==> config.mk <==
export PLATFORM = sky130hd
export DESIGN_NAME = hdmi_line_slot_scheduler_flat
export DESIGN_NICKNAME = d
export VERILOG_FILES = /design/src/hw/rtl/hls_pkg.sv /design/src/hw/rtl/hls_if.sv /design/src/hw/rtl/hls_cfg_regs.sv /design/src/hw/rtl/hdmi_line_slot_scheduler.sv /design/src/flat_wrapper.sv
export VERILOG_INCLUDE_DIRS = /design/src /design/src/hw/rtl
export SDC_FILE = /design/constraint.sdc
export NUM_CORES = 1
export LEC_CHECK = 0
export ABC_AREA = 1
export BUFFER_PORTS_ARGS = -buffer_cell sky130_fd_sc_hd__clkbuf_2
export CAP_MARGIN = 20
export CORE_MARGIN = 2
export CORE_UTILIZATION = 57
export DETAILED_ROUTE_END_ITERATION = 16
export GPL_TIMING_DRIVEN = 0
export PLACE_DENSITY = 0.75
export SETUP_SLACK_MARGIN = 0.5
export SKIP_CTS_REPAIR_TIMING = 1
export SLEW_MARGIN = 25
export SYNTH_ARGS = -nofsm -noshare
export SYNTH_HDL_FRONTEND = slang
export SYNTH_HIERARCHICAL = 1
export SYNTH_SLANG_ARGS = --single-unit
==> constraint.sdc <==
create_clock -name clk_i -period 5.91 [get_ports clk_i]
set_clock_uncertainty 0.1 [all_clocks]
set_input_delay 0.8865 -clock clk_i [delete_from_list [all_inputs] [get_ports clk_i]]
set_output_delay 0.8865 -clock clk_i [all_outputs]
set_load 0.03 [all_outputs]
==> src/hw/rtl/hdmi_line_slot_scheduler_assert.svh <==
// Assertion macros for the HDMI line slot scheduler.
// Needs no other file; the macros compile to nothing when SYNTHESIS is set.
`ifndef HDMI_LINE_SLOT_SCHEDULER_ASSERT_SVH
`define HDMI_LINE_SLOT_SCHEDULER_ASSERT_SVH

`ifndef SYNTHESIS

`define HLS_ASSERT(label, clk, rst_n, expr) \
  label: assert property (@(posedge clk) disable iff (!rst_n) (expr)) \
    else $error("assertion failed");

`define HLS_ASSERT_NEXT(label, clk, rst_n, ante, cons) \
  label: assert property (@(posedge clk) disable iff (!rst_n) (ante) |=> (cons)) \
    else $error("assertion failed");

`else

`define HLS_ASSERT(label, clk, rst_n, expr)

`define HLS_ASSERT_NEXT(label, clk, rst_n, ante, cons)

`endif

`endif

==> src/hw/rtl/hls_pkg.sv <==
// Shared types and constants of the HDMI line slot scheduler.
// Has no dependencies; the interfaces, the config register file and the scheduler use it.
package hls_pkg;

  localparam int unsigned LINE_W   = 10;
  localparam int unsigned COUNT_W  = 12;
  localparam int unsigned CREDIT_W = 32;
  localparam int unsigned REG_IDX_W = 3;

  localparam logic [REG_IDX_W-1:0] REG_V_FRONT      = 3'd0;
  localparam logic [REG_IDX_W-1:0] REG_V_SYNC       = 3'd1;
  localparam logic [REG_IDX_W-1:0] REG_V_BACK       = 3'd2;
  localparam logic [REG_IDX_W-1:0] REG_V_ACTIVE     = 3'd3;
  localparam logic [REG_IDX_W-1:0] REG_CREDIT_LINE  = 3'd4;
  localparam logic [REG_IDX_W-1:0] REG_CREDIT_PKT   = 3'd5;

  localparam logic [LINE_W-1:0]   V_FRONT_RST     = 10'd10;
  localparam logic [LINE_W-1:0]   V_SYNC_RST      = 10'd2;
  localparam logic [LINE_W-1:0]   V_BACK_RST      = 10'd33;
  localparam logic [LINE_W-1:0]   V_ACTIVE_RST    = 10'd480;
  localparam logic [CREDIT_W-1:0] CREDIT_LINE_RST = 32'd99864;
  localparam logic [CREDIT_W-1:0] CREDIT_PKT_RST  = 32'd262144;
  localparam logic [COUNT_W-1:0]  LINE_COUNT_RST  = 12'd2;

  typedef enum logic [2:0] {
    KIND_BLANK        = 3'd0,
    KIND_BLANK_AVI    = 3'd1,
    KIND_VSYNC_ACR    = 3'd2,
    KIND_VSYNC_AINFO  = 3'd3,
    KIND_BLANK_AUDIO  = 3'd4,
    KIND_ACTIVE_CMD   = 3'd5,
    KIND_ACTIVE_AUDIO = 3'd6,
    KIND_PIXEL_ROW    = 3'd7
  } slot_kind_e;

  typedef struct packed {
    logic [LINE_W-1:0]   v_front_lines;
    logic [LINE_W-1:0]   v_sync_lines;
    logic [LINE_W-1:0]   v_back_lines;
    logic [LINE_W-1:0]   v_active_lines;
    logic [CREDIT_W-1:0] credit_per_line;
    logic [CREDIT_W-1:0] credit_per_packet;
  } cfg_t;

endpackage

==> src/hw/rtl/hls_if.sv <==
// Channel interfaces of the HDMI line slot scheduler: request, result, config write.
// Depends on hls_pkg for field widths.
interface hls_req_if;
  logic valid;
  logic ready;
  logic packet_ready;
  modport source (output valid, output packet_ready, input ready);
  modport sink (input valid, input packet_ready, output ready);
endinterface

interface hls_res_if;
  logic                        valid;
  logic                        ready;
  logic [2:0]                  slot_kind;
  logic [hls_pkg::LINE_W-1:0]  pixel_row;
  logic                        buffer_pick;
  logic                        packet_taken;
  logic                        frame_begin;
  modport source (output valid, output slot_kind, output pixel_row, output buffer_pick,
                  output packet_taken, output frame_begin, input ready);
  modport sink (input valid, input slot_kind, input pixel_row, input buffer_pick,
                input packet_taken, input frame_begin, output ready);
endinterface

interface hls_cfg_if;
  logic                          valid;
  logic                          ready;
  logic [hls_pkg::REG_IDX_W-1:0] wr_index;
  logic [hls_pkg::CREDIT_W-1:0]  wr_data;
  modport source (output valid, output wr_index, output wr_data, input ready);
  modport sink (input valid, input wr_index, input wr_data, output ready);
endinterface

==> src/hw/rtl/hls_cfg_regs.sv <==
// Configuration register file of the HDMI line slot scheduler.
// Depends on hls_pkg and the hls_cfg_if interface.
module hls_cfg_regs (
  input  logic          clk_i,
  input  logic          rst_ni,
  hls_cfg_if.sink       cfg_i,
  output hls_pkg::cfg_t cfg_o
);
  import hls_pkg::*;

  cfg_t cfg_q;
  cfg_t cfg_d;

  assign cfg_i.ready = 1'b1;
  assign cfg_o       = cfg_q;

  always_comb begin
    cfg_d = cfg_q;
    if (cfg_i.valid) begin
      case (cfg_i.wr_index)
        REG_V_FRONT:     cfg_d.v_front_lines     = cfg_i.wr_data[LINE_W-1:0];
        REG_V_SYNC:      cfg_d.v_sync_lines      = cfg_i.wr_data[LINE_W-1:0];
        REG_V_BACK:      cfg_d.v_back_lines      = cfg_i.wr_data[LINE_W-1:0];
        REG_V_ACTIVE:    cfg_d.v_active_lines    = cfg_i.wr_data[LINE_W-1:0];
        REG_CREDIT_LINE: cfg_d.credit_per_line   = cfg_i.wr_data;
        REG_CREDIT_PKT:  cfg_d.credit_per_packet = cfg_i.wr_data;
        default: begin
        end
      endcase
    end
  end

  always_ff @(posedge clk_i or negedge rst_ni) begin
    if (!rst_ni) begin
      cfg_q.v_front_lines     <= V_FRONT_RST;
      cfg_q.v_sync_lines      <= V_SYNC_RST;
      cfg_q.v_back_lines      <= V_BACK_RST;
      cfg_q.v_active_lines    <= V_ACTIVE_RST;
      cfg_q.credit_per_line   <= CREDIT_LINE_RST;
      cfg_q.credit_per_packet <= CREDIT_PKT_RST;
    end else begin
      cfg_q <= cfg_d;
    end
  end

endmodule

==> src/hw/rtl/hdmi_line_slot_scheduler.sv <==
// HDMI line slot scheduler: one result beat for every request beat.
// A valid result follows in the cycle after request acceptance; throughput is one beat per
// cycle unless an untaken result stalls requests; line counter and credit update per beat.
// The result register frees in the cycle it is taken, so requests flow while results drain.
// Reset loads the register defaults, sets the line counter to two and clears the credit,
// the ping/pong toggle, the pending row half and the result valid.
`include "hdmi_line_slot_scheduler_assert.svh"

module hdmi_line_slot_scheduler (
  input logic       clk_i,
  input logic       rst_ni,
  hls_req_if.sink   req_i,
  hls_res_if.source res_o,
  hls_cfg_if.sink   cfg_i
);
  import hls_pkg::*;

  cfg_t cfg;

  hls_cfg_regs u_cfg_regs (
    .clk_i  (clk_i),
    .rst_ni (rst_ni),
    .cfg_i  (cfg_i),
    .cfg_o  (cfg)
  );

  logic [COUNT_W-1:0]  line_q, line_d;
  logic [CREDIT_W-1:0] credit_q, credit_d;
  logic                pong_q, pong_d;
  logic                pend_q, pend_d;

  logic                out_valid_q;
  slot_kind_e          kind_q, kind_d;
  logic [LINE_W-1:0]   row_q, row_d;
  logic                taken_q, taken_d;
  logic                fbegin_q, fbegin_d;

  logic                accept;
  logic [COUNT_W-1:0]  bound_fs, bound_fsb, bound_total;
  logic [COUNT_W-1:0]  f_ext;
  logic                in_vsync, in_active;
  logic [CREDIT_W-1:0] credit_add;
  logic                can_take;
  logic [COUNT_W:0]    line_next;
  logic [COUNT_W-1:0]  row_full;

  assign req_i.ready = !out_valid_q || res_o.ready;
  assign accept      = req_i.valid && req_i.ready;

  assign f_ext       = {{(COUNT_W-LINE_W){1'b0}}, cfg.v_front_lines};
  assign bound_fs    = f_ext + {{(COUNT_W-LINE_W){1'b0}}, cfg.v_sync_lines};
  assign bound_fsb   = bound_fs + {{(COUNT_W-LINE_W){1'b0}}, cfg.v_back_lines};
  assign bound_total = bound_fsb + {{(COUNT_W-LINE_W){1'b0}}, cfg.v_active_lines};

  assign in_vsync    = (line_q >= f_ext) && (line_q < bound_fs);
  assign in_active   = !in_vsync && (line_q >= bound_fsb);
  assign credit_add  = credit_q + cfg.credit_per_line;
  assign can_take    = (credit_add >= cfg.credit_per_packet) && req_i.packet_ready;
  assign line_next   = {1'b0, line_q} + {{COUNT_W{1'b0}}, 1'b1};
  assign row_full    = line_q - bound_fsb;

  always_comb begin
    credit_d = credit_add;
    pend_d   = 1'b0;
    kind_d   = KIND_BLANK;
    row_d    = '0;
    taken_d  = 1'b0;
    fbegin_d = 1'b0;
    pong_d   = ~pong_q;
    if (in_vsync) begin
      if (line_q == f_ext) begin
        kind_d   = KIND_VSYNC_ACR;
        fbegin_d = 1'b1;
      end else begin
        kind_d = KIND_VSYNC_AINFO;
      end
    end else if (in_active) begin
      if (!pend_q) begin
        pend_d = 1'b1;
        if (can_take) begin
          credit_d = credit_add - cfg.credit_per_packet;
          kind_d   = KIND_ACTIVE_AUDIO;
          taken_d  = 1'b1;
        end else begin
          kind_d = KIND_ACTIVE_CMD;
        end
      end else begin
        credit_d = credit_q;
        kind_d   = KIND_PIXEL_ROW;
        row_d    = row_full[LINE_W-1:0];
      end
    end else begin
      if (line_q == '0) begin
        kind_d = KIND_BLANK_AVI;
      end else if (can_take) begin
        credit_d = credit_add - cfg.credit_per_packet;
        kind_d   = KIND_BLANK_AUDIO;
        taken_d  = 1'b1;
      end
    end

    line_d = line_q;
    if (!pend_d) begin
      line_d = (line_next >= {1'b0, bound_total}) ? '0 : line_next[COUNT_W-1:0];
    end
  end

  always_ff @(posedge clk_i or negedge rst_ni) begin
    if (!rst_ni) begin
      line_q      <= LINE_COUNT_RST;
      credit_q    <= '0;
      pong_q      <= 1'b0;
      pend_q      <= 1'b0;
      out_valid_q <= 1'b0;
    end else begin
      if (accept) begin
        line_q      <= line_d;
        credit_q    <= credit_d;
        pong_q      <= pong_d;
        pend_q      <= pend_d;
        out_valid_q <= 1'b1;
      end else if (res_o.ready) begin
        out_valid_q <= 1'b0;
      end
    end
  end

  always_ff @(posedge clk_i) begin
    if (accept) begin
      kind_q   <= kind_d;
      row_q    <= row_d;
      taken_q  <= taken_d;
      fbegin_q <= fbegin_d;
    end
  end

  assign res_o.valid        = out_valid_q;
  assign res_o.slot_kind    = kind_q;
  assign res_o.pixel_row    = row_q;
  assign res_o.buffer_pick  = pong_q;
  assign res_o.packet_taken = taken_q;
  assign res_o.frame_begin  = fbegin_q;

  `HLS_ASSERT_NEXT(a_pend_sets_on_cmd, clk_i, rst_ni, accept && !pend_q,
    !pend_q || (kind_q == KIND_ACTIVE_CMD) || (kind_q == KIND_ACTIVE_AUDIO))
  `HLS_ASSERT(a_taken_kind, clk_i, rst_ni, !(out_valid_q && taken_q) ||
    (kind_q == KIND_BLANK_AUDIO) || (kind_q == KIND_ACTIVE_AUDIO))
  `HLS_ASSERT_NEXT(a_pong_flips, clk_i, rst_ni, accept, pong_q != $past(pong_q))
  `HLS_ASSERT(a_frame_begin_kind, clk_i, rst_ni, !(out_valid_q && fbegin_q) ||
    ((kind_q == KIND_VSYNC_ACR) && (row_q == '0)))

endmodule
==> src/flat_wrapper.sv <==
// flat-port wrapper written by rule: the top's interface ports become plain ports
module hdmi_line_slot_scheduler_flat import hls_pkg::*;
  (clk_i, rst_ni, req_i_valid, req_i_packet_ready, req_i_ready, res_o_valid, res_o_slot_kind, res_o_pixel_row, res_o_buffer_pick, res_o_packet_taken, res_o_frame_begin, res_o_ready, cfg_i_valid, cfg_i_wr_index, cfg_i_wr_data, cfg_i_ready);
  hls_req_if req_i_i ();
  hls_res_if res_o_i ();
  hls_cfg_if cfg_i_i ();
  input logic clk_i;
  input logic rst_ni;
  input wire logic [$bits(req_i_i.valid)-1:0] req_i_valid;
  input wire logic [$bits(req_i_i.packet_ready)-1:0] req_i_packet_ready;
  output wire logic [$bits(req_i_i.ready)-1:0] req_i_ready;
  output wire logic [$bits(res_o_i.valid)-1:0] res_o_valid;
  output wire logic [$bits(res_o_i.slot_kind)-1:0] res_o_slot_kind;
  output wire logic [$bits(res_o_i.pixel_row)-1:0] res_o_pixel_row;
  output wire logic [$bits(res_o_i.buffer_pick)-1:0] res_o_buffer_pick;
  output wire logic [$bits(res_o_i.packet_taken)-1:0] res_o_packet_taken;
  output wire logic [$bits(res_o_i.frame_begin)-1:0] res_o_frame_begin;
  input wire logic [$bits(res_o_i.ready)-1:0] res_o_ready;
  input wire logic [$bits(cfg_i_i.valid)-1:0] cfg_i_valid;
  input wire logic [$bits(cfg_i_i.wr_index)-1:0] cfg_i_wr_index;
  input wire logic [$bits(cfg_i_i.wr_data)-1:0] cfg_i_wr_data;
  output wire logic [$bits(cfg_i_i.ready)-1:0] cfg_i_ready;
  assign req_i_i.valid = req_i_valid;
  assign req_i_i.packet_ready = req_i_packet_ready;
  assign req_i_ready = req_i_i.ready;
  assign res_o_valid = res_o_i.valid;
  assign res_o_slot_kind = res_o_i.slot_kind;
  assign res_o_pixel_row = res_o_i.pixel_row;
  assign res_o_buffer_pick = res_o_i.buffer_pick;
  assign res_o_packet_taken = res_o_i.packet_taken;
  assign res_o_frame_begin = res_o_i.frame_begin;
  assign res_o_i.ready = res_o_ready;
  assign cfg_i_i.valid = cfg_i_valid;
  assign cfg_i_i.wr_index = cfg_i_wr_index;
  assign cfg_i_i.wr_data = cfg_i_wr_data;
  assign cfg_i_ready = cfg_i_i.ready;
  hdmi_line_slot_scheduler u_core (.clk_i(clk_i), .rst_ni(rst_ni), .req_i(req_i_i), .res_o(res_o_i), .cfg_i(cfg_i_i));
endmodule
; ---- Word-level counts from Yosys, hierarchy flattened
; Index checks and enable logic that the tools add are counted.
[word_totals]
ramBits = 0
latch_bits = 0
out_inout_bits = 19
romBits = 0
register_bits = 166
in_bits = 41
memories = 0
word_cells = 80
[classes]
multipliers = 0
n_reduce_logical = 19
n_eq_ne = 7
bitwise_logic = 4
muxes = 23
div_mod_pow = 0
addsub = 7
shift = 0
order_cmp = 5
[ops]
columns = op, n
row1 = 2-to-1 mux 32 bit, 5
row2 = adder 32 bit, 1
row3 = >= comparator 32 bit, 1
row4 = subtractor 32 bit, 1
row5 = AND reduction 2 bit, 8
row6 = "adder 12 x 1 -> 13 bit, second input constant", 1
row7 = >= comparator 13 x 12 -> 1 bit, 1
row8 = adder 11 x 10 -> 12 bit, 1
row9 = adder 12 x 10 -> 12 bit, 1
row10 = equality test 12 x 10 -> 1 bit, 1
row11 = >= comparator 12 x 10 -> 1 bit, 1
row12 = >= comparator 12 bit, 1
row13 = logical NOT 12 bit, 1
row14 = < comparator 12 x 11 -> 1 bit, 1
row15 = 2-to-1 mux 12 bit, 1
row16 = 2-to-1 mux 3 bit, 4
row17 = adder 10 x 10 -> 11 bit, 1
row18 = 2-to-1 mux 1 bit, 11
row19 = subtractor 10 bit, 1
row20 = "equality test 3 x 2 -> 1 bit, second input constant", 2
row21 = "equality test 3 bit, second input constant", 2
row22 = logical AND 1 bit, 4
row23 = 2-to-1 mux 2 bit, 2
row24 = inverter 1 bit, 4
row25 = other kinds (7), 8

; ---- Logic depth before layout (Yosys ltp)
[depth]
depth_word = 9
mapped_depth = 33
ltp_nobuf = 32

; ---- Hierarchy
; Netlist, hierarchy kept.
[by_module_without_submodules]
columns = module, cells_per_inst, area_each_um2, instances
row1 = hdmi_line_slot_scheduler, 1785, 10506.3, 1
row2 = hls_cfg_regs, 461, 4078.9, 1

; ---- Worst setup path after synthesis
; Ideal clock, no wire load.
[synth_path]
path_kind = register to register
startpoint = register u_core.u_cfg_regs.cfg_q, in the netlist u_core/u_cfg_regs/cfg_o[94]
endpoint = register u_core.line_q[0]
slack_ns = 1.162
n_path_buf = 1
setup_ns = 0.083
path_stages_with_launch = 32
arrival_ns = 4.565
period_less_slack_ns = 4.748
required_ns = 5.727
cell_sequence = dfrtp_1 > ha_1 > fa_1 > nand3_1 > nand2_1 > xor2_1 > inv_1 > ha_1 > a21o_1 > a31o_2 > xor2_1 > inv_1 > ha_1 > a21oi_1 > o21ai_0 > nor2_1 > o21ai_0 > nand2_1 > nand2_1 > a21oi_1 > inv_1 > nand2_1 > nand2_1 > ha_1 > a21oi_1 > o211ai_1 > nor2_1 > nand3_1 > nor2_2 > buf_4 > nand2_1 > o21ai_0
[synth_via]
elab_chain_cells = 9
word_cells_on_any_way = 15
[synth_rtl]
columns = item, line
row1 = start: declaration, hls_cfg_regs.sv:11  ; cfg_t cfg_q;
row2 = start signal: assignment, hls_cfg_regs.sv:42  ; cfg_q <= cfg_d;
row3 = "parallel branches: the longest is 9 deep, another holds >= comparator 13 x 12 -> 1 bit", -
row4 = end signal: assignment, hdmi_line_slot_scheduler.sv:117  ; line_q <= line_d;
row5 = end: declaration, hdmi_line_slot_scheduler.sv:27  ; logic [COUNT_W-1:0] line_q, line_d;
; Parallel ways; which one is timed is not known.
; A chain may end at the register's enable or synchronous reset.

; ---- Worst setup path after layout
[layout_path]
startpoint = register u_core.u_cfg_regs.cfg_q, in the netlist u_core/u_cfg_regs/cfg_o[84]
endpoint = register u_core.line_q[2]
[layout_via]
elab_chain_cells = 9
word_cells_on_any_way = 14
[layout_rtl]
columns = item, line
row1 = adder 10 x 10 -> 11 bit *, hdmi_line_slot_scheduler.sv:51  ; assign bound_fs = f_ext + {{(COUNT_W-LINE_W){1'b0}}, cfg.v_sync_lines};
row2 = "parallel branches: the longest is 8 deep, another holds >= comparator 13 x 12 -> 1 bit", -
; Mark *: on every way between the ends.

==> results.yml <==
setup_path:
  start_kind: "register"
  cp_top_family: "adder cells"
  path_common_cell: "nand2_1"
  reg2reg_depth: 31
  r2r_slack_ps: 710
  r2r_start: "u_core/u_cfg_regs/cfg_o[84]$_DFFE_PN0P_"
  crit_required_ps: 6180
  crit_fanout: 5
  arrival_ps: 5460
  critPathKind: "register to register"
  cp-end-kind: "register"
  slowest_stage: "dfrtp_1"
  cp_slowest_stage_delay_ps: 420
  r2r_end: "u_core/line_q[2]$_DFFE_PN0P_"
  critPathBufInv: 4
logic_synthesis:
  synth-seq-cells: 166
  yosys.cell_types.count: 51
  yosys.area.top_type_share_pct: 23.8
  synth_area_leaders: "nand2_1 (24%), dfrtp_1 (23%), ha_1 (12%), inv_1 (8.4%), nand3_1 (5.7%)"
  synth_nets: 2433
  yosysSeqAreaShare_pct: 29.1
  synthCells: 2246
  synth_area_per_cell_um2: 6.49
  synth_edf_count: 15
  yosysTopAreaCell: "nand2_1"
  synth_area_um2: 14600
  synthFlopType: "dfrtp_1"
  yosys_warnings: 6
  async_flop_share_pct: 91.0
floorplanning:
  row_count: 58
  die_w_um: 164
  die_area_um2: 26900
  initial_utilization_pct: 57.9
  die_h_um: 164
  pin_count: 60
  core_um2: 25200
status:
  outcome: "completed"
cells_and_area:
  fillers: 2362
  n_antenna_cell: 0
  final_common_cell: "nand2_1"
  areaGrowthSynthToFinish_pct: 11.8
  multi_input_area_um2: 9120
  nNetsFinal: 2519
  layout_common_cells: "nand2_1 (923), inv_1 (327), nand3_1 (165), nor2_1 (149), dfrtp_1 (134)"
  seq_area_um2: 4250
  drive_gt1_share_pct: 9.68
place:
  gp_routability_congestion: 0.942
  dp_hpwl_um: 34400
  portBuffers: 58
clocking:
  root_buffer: "clkbuf_16"
  clk_path_buf_depth: 2
  path_clk_slew_ps: 80
  numCtsBuffers: 17
  h-tree-depth: 4
  cts_tree: "yes"
  clkLatencyLatePin_ps: 450
  numClockSinks: 166
drt:
  ant_nets: 0
  num_vias: 14400
  wl_per_cell_um: 16.2
  wirelength_um: 43400
  first_pass_iters: 6
  drt_iter0_markers: 1207
  vias_per_cell: 5.39
  drc_errors: 0
grt:
  grt_antenna_before_repair: 1
  overflow: 0
  grt_pass1_wl_um: 67000
  grt_pass1_vias: 13200
  grt_max_degree: 85
  grtUsageTotal_pct: 32.4
timing:
  rsz0062_at_grt: "no"
  max_freq_ghz: 0.192
  period_share_pct: 87.9
  fin_crit_ps: 5200
  fin_tns_setup_ps: 0
  hold_viol_final: 0
  maxSlewViolCount: 0
  slew-limit-headroom_pct: 56.4
  worst_pin_slew_ps: 654
  setup_violations: 0
job:
  drv_cap: 0
min_path:
  hp-class: "input pin to async pin"
worst max-delay path by stage:
| stage | startpoint | end | cells past startpoint |
|---|---|---|---|
| 2_1_floorplan | u_core/u_cfg_regs/cfg_o[94]$_DFFE_PN0P_ | u_core/line_q[0]$_DFFE_PN0P_ | 31 |
| 3_3_place_gp | u_core/u_cfg_regs/cfg_o[94]$_DFFE_PN0P_ | u_core/line_q[0]$_DFFE_PN0P_ | 31 |
| 3_5_place_dp | u_core/u_cfg_regs/cfg_o[94]$_DFFE_PN0P_ | u_core/line_q[4]$_DFFE_PN0P_ | 31 |
| 4_1_cts | u_core/u_cfg_regs/cfg_o[94]$_DFFE_PN0P_ | u_core/line_q[0]$_DFFE_PN0P_ | 31 |
| 5_1_grt | u_core/u_cfg_regs/cfg_o[84]$_DFFE_PN0P_ | u_core/line_q[0]$_DFFE_PN0P_ | 31 |
| 6_report | u_core/u_cfg_regs/cfg_o[84]$_DFFE_PN0P_ | u_core/line_q[2]$_DFFE_PN0P_ | 31 |
logic make-up after synthesis:
| family | count (synthesis) | synth area share (%) |
|---|---|---|
| AO/OA/AOI/OAI | 175 | 6.76 |
| XOR/XNOR | 73 | 4.38 |
| adder cells (fa/ha/maj) | 146 | 12.8 |
| buffers and inverters | 374 | 10.2 |
| flip-flops | 166 | 29.1 |
| other | 1 | 0.0257 |
| AND/OR/NAND/NOR | 1311 | 36.7 |
area by class of cell:
type	count	share of cell area, %
repair buffers	67	2.45
flip-flops and latches	166	26.1
clock buffers	17	2.61
plain buffers	37	1.37
well taps	330	2.53
clock inverters	15	1.23
multi-input cells	1706	55.9
inverters	337	7.81
routing by layer:
layer / vias up / global-route usage (%) / wire length [um]
met2: 506 / 50.7 / 18700
li1: 7212 / - / -
met4: 0 / 9.29 / 1070
met3: 74 / 3.31 / 3270
met5: - / 0 / 0
met1: 6617 / 47.5 / 20300
cell usage after synthesis, types with 8 or more instances:
cell and instances:
nand2_1 925, inv_1 327, nand3_1 166, nor2_1 150
ha_1 140, dfrtp_1 134, a21oi_1 94, xor2_1 47
o21ai_0 34, buf_2 26, xnor2_1 26, dfstp_2 17
nand4_1 17, edfxtp_1 15, nor3_1 15, inv_2 9
nand3b_1 9, o21bai_1 9, o21a_1 8
state kept, by name, indices dropped and copies added, names as in the netlist:
| signal | count |
|---|---|
| u_core/u_cfg_regs/cfg_o | 104 |
| u_core/credit_q | 32 |
| u_core/line_q | 12 |
| u_core/res_o.pixel_row | 10 |
| u_core/res_o.slot_kind | 3 |
| u_core/pend_q | 1 |
| u_core/res_o.buffer_pick | 1 |
| u_core/res_o.frame_begin | 1 |
| u_core/res_o.packet_taken | 1 |
| u_core/res_o.valid | 1 |
through the flow:
step	std cells	hold slack [ps]	cell area [um2]	utilization (%)	setup slack, ps
5_1_grt	2675	367	16300	64.7	392
2_1_floorplan	2246	345	14600	-	1160
3_3_place_gp	2634	358	15300	60.7	434
4_1_cts	2667	340	16000	63.3	336
3_5_place_dp	2635	358	15300	60.9	373
6_report	2675	312	16300	64.7	714
Power is left out: the tool's default activity adds up to more than one toggle a clock period on the data nets, which glitch-free logic cannot reach.
